**src/rtl/core/dtyp_pkg.sv**
```systemverilog
// shared widths, constants, types and the arctangent table of the yaw/pitch block
package dtyp_pkg;

  localparam int CORDIC_STEPS = 20;
  localparam int COORD_WIDTH  = 32;

  // port field widths
  localparam int IN_W    = 32;
  localparam int YAW_W   = 26;
  localparam int PITCH_W = 24;

  // inputs are read as two's complement below 33 bits, as unsigned above
  localparam bit COORD_SIGNED = (COORD_WIDTH <= IN_W);
  localparam int VALID_BITS   = COORD_SIGNED ? COORD_WIDTH : IN_W;
  localparam int SIGN_BIT     = VALID_BITS - 1;

  // internal widths
  localparam int CW       = IN_W + 2;               // coordinate, room for negation
  localparam int MW       = IN_W + 1;               // magnitude
  localparam int NORM_TOP = 48;                     // normalised msb position
  localparam int DW       = NORM_TOP + 6;           // cordic datapath
  localparam int SW       = $clog2(NORM_TOP + 1);   // shift amount
  localparam int AW       = 36;                     // angle, 2^32 = 45 degrees
  localparam int SIW      = $clog2(CORDIC_STEPS);   // step index

  localparam int PIPE_STAGES = 2 * CORDIC_STEPS + 6;

  // gain correction 1/K in q30
  localparam int FRAC   = 30;
  localparam int INVK_W = 30;
  localparam logic [INVK_W-1:0] INVK = INVK_W'(652032874);

  localparam logic [63:0] PI4_Q60 = 64'h0C90FDAA22168C23;

  localparam logic signed [AW-1:0] ANG_TWO = AW'(64'h2_0000_0000);

  // degree conversion
  localparam int DEG_MUL    = 45;
  localparam int DEG_FRAC   = 16;
  localparam int DEG_ROUND  = 1 << (DEG_FRAC - 1);
  localparam int DEG90_Q16  = 5898240;
  localparam int DEG270_Q16 = 17694720;

  typedef struct packed {
    logic zero;
    logic flat;
    logic y_neg;
    logic y_pos;
  } flags_t;

  // sideband travelling next to the cordic datapath
  typedef struct packed {
    flags_t                 fl;
    logic signed [CW-1:0]   b;
    logic [SW-1:0]          t;
    logic [SW-1:0]          d;
    logic signed [AW-1:0]   yaw_a;
  } side_t;

  // floor(2^32 * atan(2^-i) / (pi/4)) from a q60 series, one entry per step
  function automatic logic [CORDIC_STEPS*AW-1:0] atan_table();
    logic [CORDIC_STEPS*AW-1:0] tab;
    logic [63:0] r;
    logic [63:0] q;
    logic [63:0] term;
    int unsigned e;
    int unsigned dv;
    tab = '0;
    for (int i = 0; i < CORDIC_STEPS; i++) begin
      r = '0;
      q = '0;
      if (i == 0) begin
        q = 64'd1 << 32;
      end else begin
        for (int k = 0; k < 31; k++) begin
          e  = i * (2 * k + 1);
          dv = 2 * k + 1;
          if (e <= 60) begin
            term = (64'd1 << 60) >> e;
            term = term / 64'(dv);
            if ((k & 1) != 0) r = r - term;
            else r = r + term;
          end
        end
        for (int n = 0; n < 32; n++) begin
          r = r << 1;
          q = q << 1;
          if (r >= PI4_Q60) begin
            r = r - PI4_Q60;
            q = q | 64'd1;
          end
        end
      end
      tab[i*AW +: AW] = AW'(q);
    end
    return tab;
  endfunction

  localparam logic [CORDIC_STEPS*AW-1:0] ATAN_TAB = atan_table();

endpackage

```
**src/rtl/core/dtyp_gain.sv**
```systemverilog
// gain correction of the horizontal length and setup of the pitch vector
module dtyp_gain (
  input  logic                           clk,
  input  logic                           en,
  input  logic signed [dtyp_pkg::DW-1:0] h_in,
  input  logic signed [dtyp_pkg::AW-1:0] a_in,
  input  dtyp_pkg::side_t                side_in,
  output logic signed [dtyp_pkg::DW-1:0] hx,
  output logic signed [dtyp_pkg::DW-1:0] by,
  output dtyp_pkg::side_t                side_out
);
  import dtyp_pkg::*;

  localparam int PHW = DW - FRAC + INVK_W;
  localparam int PLW = FRAC + INVK_W;

  logic [PHW-1:0] p_hi;
  logic [PLW-1:0] p_lo;
  side_t          side_c;
  side_t          side1;

  // yaw angle joins the sideband here
  always_comb begin
    side_c       = side_in;
    side_c.yaw_a = a_in;
  end

  // length split at bit 30, both halves times 1/K
  always_ff @(posedge clk) begin
    if (en) begin
      p_hi  <= PHW'(h_in[DW-1:FRAC]) * PHW'(INVK);
      p_lo  <= PLW'(h_in[FRAC-1:0]) * PLW'(INVK);
      side1 <= side_c;
    end
  end

  logic [DW-1:0] hk;
  side_t         side2;

  always_ff @(posedge clk) begin
    if (en) begin
      hk    <= DW'(p_hi + PHW'(p_lo[PLW-1:FRAC]));
      side2 <= side1;
    end
  end

  // common scale for length and height
  always_ff @(posedge clk) begin
    if (en) begin
      hx       <= $signed(hk >> side2.d);
      by       <= DW'(side2.b) <<< side2.t;
      side_out <= side2;
    end
  end
endmodule

```
**config.mk**
```make
export PLATFORM = sky130hd
export DESIGN_NAME = dtyp_gain
export DESIGN_NICKNAME = d
export VERILOG_FILES = /design/src/rtl/core/dtyp_pkg.sv /design/src/rtl/core/dtyp_gain.sv
export SDC_FILE = /design/constraint.sdc
export NUM_CORES = 2
export LEC_CHECK = 0
export BUFFER_PORTS_ARGS = -buffer_cell sky130_fd_sc_hd__buf_2
export CORE_ASPECT_RATIO = 0.5
export CORE_MARGIN = 2
export CORE_UTILIZATION = 62
export CTS_BUF_LIST = sky130_fd_sc_hd__clkbuf_4
export DETAILED_ROUTE_END_ITERATION = 6
export MAX_ROUTING_LAYER = met4
export PLACE_DENSITY = 0.81
export SETUP_SLACK_MARGIN = 0.2
export SYNTH_ARGS = -nofsm -noshare
export SYNTH_HDL_FRONTEND = slang
export SYNTH_SLANG_ARGS = --single-unit
```
**constraint.sdc**
```tcl
create_clock -name clk -period 9 [get_ports clk]
set_input_delay 0.9 -clock clk [delete_from_list [all_inputs] [get_ports clk]]
set_output_delay 0.9 -clock clk [all_outputs]
set_load 0.005 [all_outputs]
```
==> summary.txt <==
Run status
  – Status: finished, final reports clean

Detailed routing
  – Total Wirelength: roughly 130 mm
  – DR iter-0 viols: about 3500
  – Top layer in use: met4
  – Met2 wire length: about 65 mm
  – Vias: between 30000 and 40000
  – DRT antenna net count: 0
  – WL met1: about 56 mm
  – DR DRC count: 0
  – Vias per cell: 5.71
  – Routed wl met3: 8.60 mm
  – WL/cell: approximately 22 um
  – DR pass1 iterations: 6

Clock network
  – Clk_lat worst skew: between 0.9 and 1 ns
  – Clock tree buffer depth: 3
  – H-tree Lvls: 3
  – Cts repair resizes: 0
  – Post-CTS Hold Buffers: 0
  – Root buffer cell: clkbuf_4
  – Clock slew at reported path FFs: 0.09 ns
  – Clk sinks: approximately 500
  – CTS Buf Count: 110
  – Setup bufs post-CTS: 0
  – CTS tree: yes

STA
  – Slew HR: 0.258
  – Clock Skew: 0.0799 ns
  – Fin crit share: 0.825
  – Final Hold Viols: 0
  – Fmax: around 0.13 GHz
  – Slew @ Worst Pin: around 1.1 ns
  – Final Setup Violations: 0
  – Setup tns final: 0 ns
  – Worst hold margin: between 0.1 and 0.15 ns
  – Unrepaired setup endpoints after global routing: no
  – Minimum clock period: approximately 7.4 ns
  – Pins Over Slew Limit: 0

Logic synthesis
  – Post-synthesis cell area: about 52000 um2
  – Ys Warns: 0
  – Post-synthesis cell count: ~4600
  – Syn avg cell area: 11.2 um2
  – Flops & latches, synth: 503
  – Count of unique library cells instantiated by Yosys: 76
  – Syn Nets: 6125
  – Most common flop cell mapped by yosys: edfxtp_1
  – Fraction of registers with async set/reset: 0
  – Sequential area share after synthesis: 0.291
  – Synth area leaders: edfxtp_1, fa_1, ha_1, inv_1, a21oi_1
  – Yosys top cell by area: edfxtp_1
  – EDFF count, synth: 503
  – Top cell type's share of synthesized area: 0.291

Setup path
  – CP Data Required Time: roughly 9.7 ns
  – Crit path kind: in2reg
  – CP max FO: 6
  – Startpoint types: input pin
  – Worst setup EP type: register
  – Arrival time at the worst endpoint: between 8 and 9 ns

Floorplan
  – Starting density of the core: 0.631
  – Die span in x: about 410 um
  – Total die area: 86100 um2
  – FP Rows: 74
  – Die height: between 200 and 250 um
  – Num ports: between 300 and 400
  – Core Area: around 80000 um2

Global route
  – Vias in the first global route: 36513
  – Initial antenna violation count: 4
  – Gr usage total: 0.330
  – Global route total overflow: 0
  – First-pass GRT wire length: about 210 mm
  – Pin count of the biggest net entering global routing: ~140

Place
  – Placed cell area: roughly 55000 um2
  – IO Port Bufs: 335
  – RePlAce Congestion: roughly 1
  – Dpl cells: between 5000 and 6000
  – Post-DP HPWL: roughly 110 mm

Layout
  – Design area: between 50000 and 60000 um2
  – Share of layout cells above drive strength 1: 0.122
  – Fillers: between 6000 and 7000
  – Layout net count: around 6500
  – Post-Layout Cell Count: 6145
  – Layout area overhead: 7.86%

Run
  – Max-cap violations: 0

Worst hold path
  – Worst hold path type: in2reg
cell families (layout without fill, tap and decap cells):
logic type	Yosys count	in the layout	synth area share
fa+ha+maj	1327	1327	0.426
buf+inv	1171	1589	0.0854
simple gates	669	669	0.0576
compound gates	663	663	0.0792
flops	503	503	0.291
mux	162	162	0.0398
xor+xnor	125	125	0.0211
other cells	0	5	0
flip-flops by register name, indices dropped and copies added (netlist names):
register and flops:
side1 86, hk 54, side2 86, p_lo 30, side_out 86, p_hi 53, hx 54, by 54
cell usage in the layout, fill, tap and decap left out, types with 6 or more instances in the layout:
master    instances
o211ai_1         17
nand2b_1         13
a21o_1           53
xnor2_1          86
nor3_1           25
and3_1           31
o22ai_1          25
ha_1            599
mux2i_1          87
xor2_1           39
fa_1            728
and2_1           16
o21a_1           17
a211oi_1         35
a311oi_1          8
clkinv_1         29
buf_4            18
nand3_1          40
nor2_1          241
mux4_2           31
o31ai_1           6
nor2b_1          21
nand2_1         221
buf_2           334
a31oi_1          33
a21oi_1         231
o21bai_1         31
clkbuf_4        150
edfxtp_1        503
inv_1          1045
mux2_2           44
nand4_1          27
o22a_1            8
o21ai_0         146
critical path, stage by stage:
cell	delay [ns]
buf_2	0.18
inv_1	0.34
fa_1	0.51
fa_1	0.50
inv_1	0.05
fa_1	0.49
inv_1	0.06
fa_1	0.54
inv_1	0.05
fa_1	0.49
fa_1	0.43
fa_1	0.52
inv_1	0.06
fa_1	0.47
inv_1	0.04
ha_1	0.33
nand4_1	0.19
a2111oi_2	0.57
and3_1	0.26
a22oi_1	0.17
a311oi_1	0.50
nor2_1	0.12
o21ai_0	0.21
xor2_1	0.09
layer usage:
metal  global-route usage  vias up
met4               0.0998        0
met3               0.0411      221
met5                    -        -
li1                     -    15987
met2                0.530     1359
met1                0.444    17534
worst paths after layout:
| path | end | cells after the start | startpoint | slack (ns) |
|---|---|---|---|---|
| worst max-delay path | p_lo[57] | 24 | h_in[8] | 1.58 |
| worst min-delay path | side1[82] | 1 | side_in[82] | 0.11 |
| worst max register to register | hk[53] | 12 | p_hi[1] | 4.87 |
| worst min register to register | side_out[31] | 0 | side2[31] | 0.36 |
area by class of cell:
class / instances / area, um2 / share of cell area
diodes: 5 / 12.5 / 0.000224
repair buffers: 354 / 1840 / 0.0329
well taps: 1102 / 1380 / 0.0247
clock inverters: 35 / 200 / 0.00358
flip-flops and latches: 503 / 15100 / 0.270
clock buffers: 150 / 1130 / 0.0201
inverters: 1050 / 3940 / 0.0705
multi-input cells: 2946 / 32300 / 0.578
cell usage after synthesis (6+ instances only):
library cell,count
inv_1,1045
fa_1,728
ha_1,599
edfxtp_1,503
nor2_1,241
a21oi_1,231
nand2_1,221
o21ai_0,146
mux2i_1,87
xnor2_1,86
clkbuf_1,84
a21o_1,53
mux2_2,44
nand3_1,40
xor2_1,39
a211oi_1,35
a31oi_1,33
and3_1,31
mux4_2,31
o21bai_1,31
nand4_1,27
nor3_1,25
o22ai_1,25
nor2b_1,21
buf_2,17
o211ai_1,17
o21a_1,17
and2_1,16
buf_1,16
nand2b_1,13
a311oi_1,8
o22a_1,8
o31ai_1,6
per-stage QoR:
| step | setup slack (ns) | utilization |
|---|---|---|
| after floorplan | 1.81 | - |
| after global placement | 0.821 | 0.664 |
| after detailed placement | 0.732 | 0.664 |
| after CTS | 1.72 | 0.680 |
| after global routing | 1.35 | 0.680 |
| final | 1.58 | 0.680 |
Power is left out: the tool's default activity adds up to more than one toggle a clock period on the data nets, which glitch-free logic cannot reach.
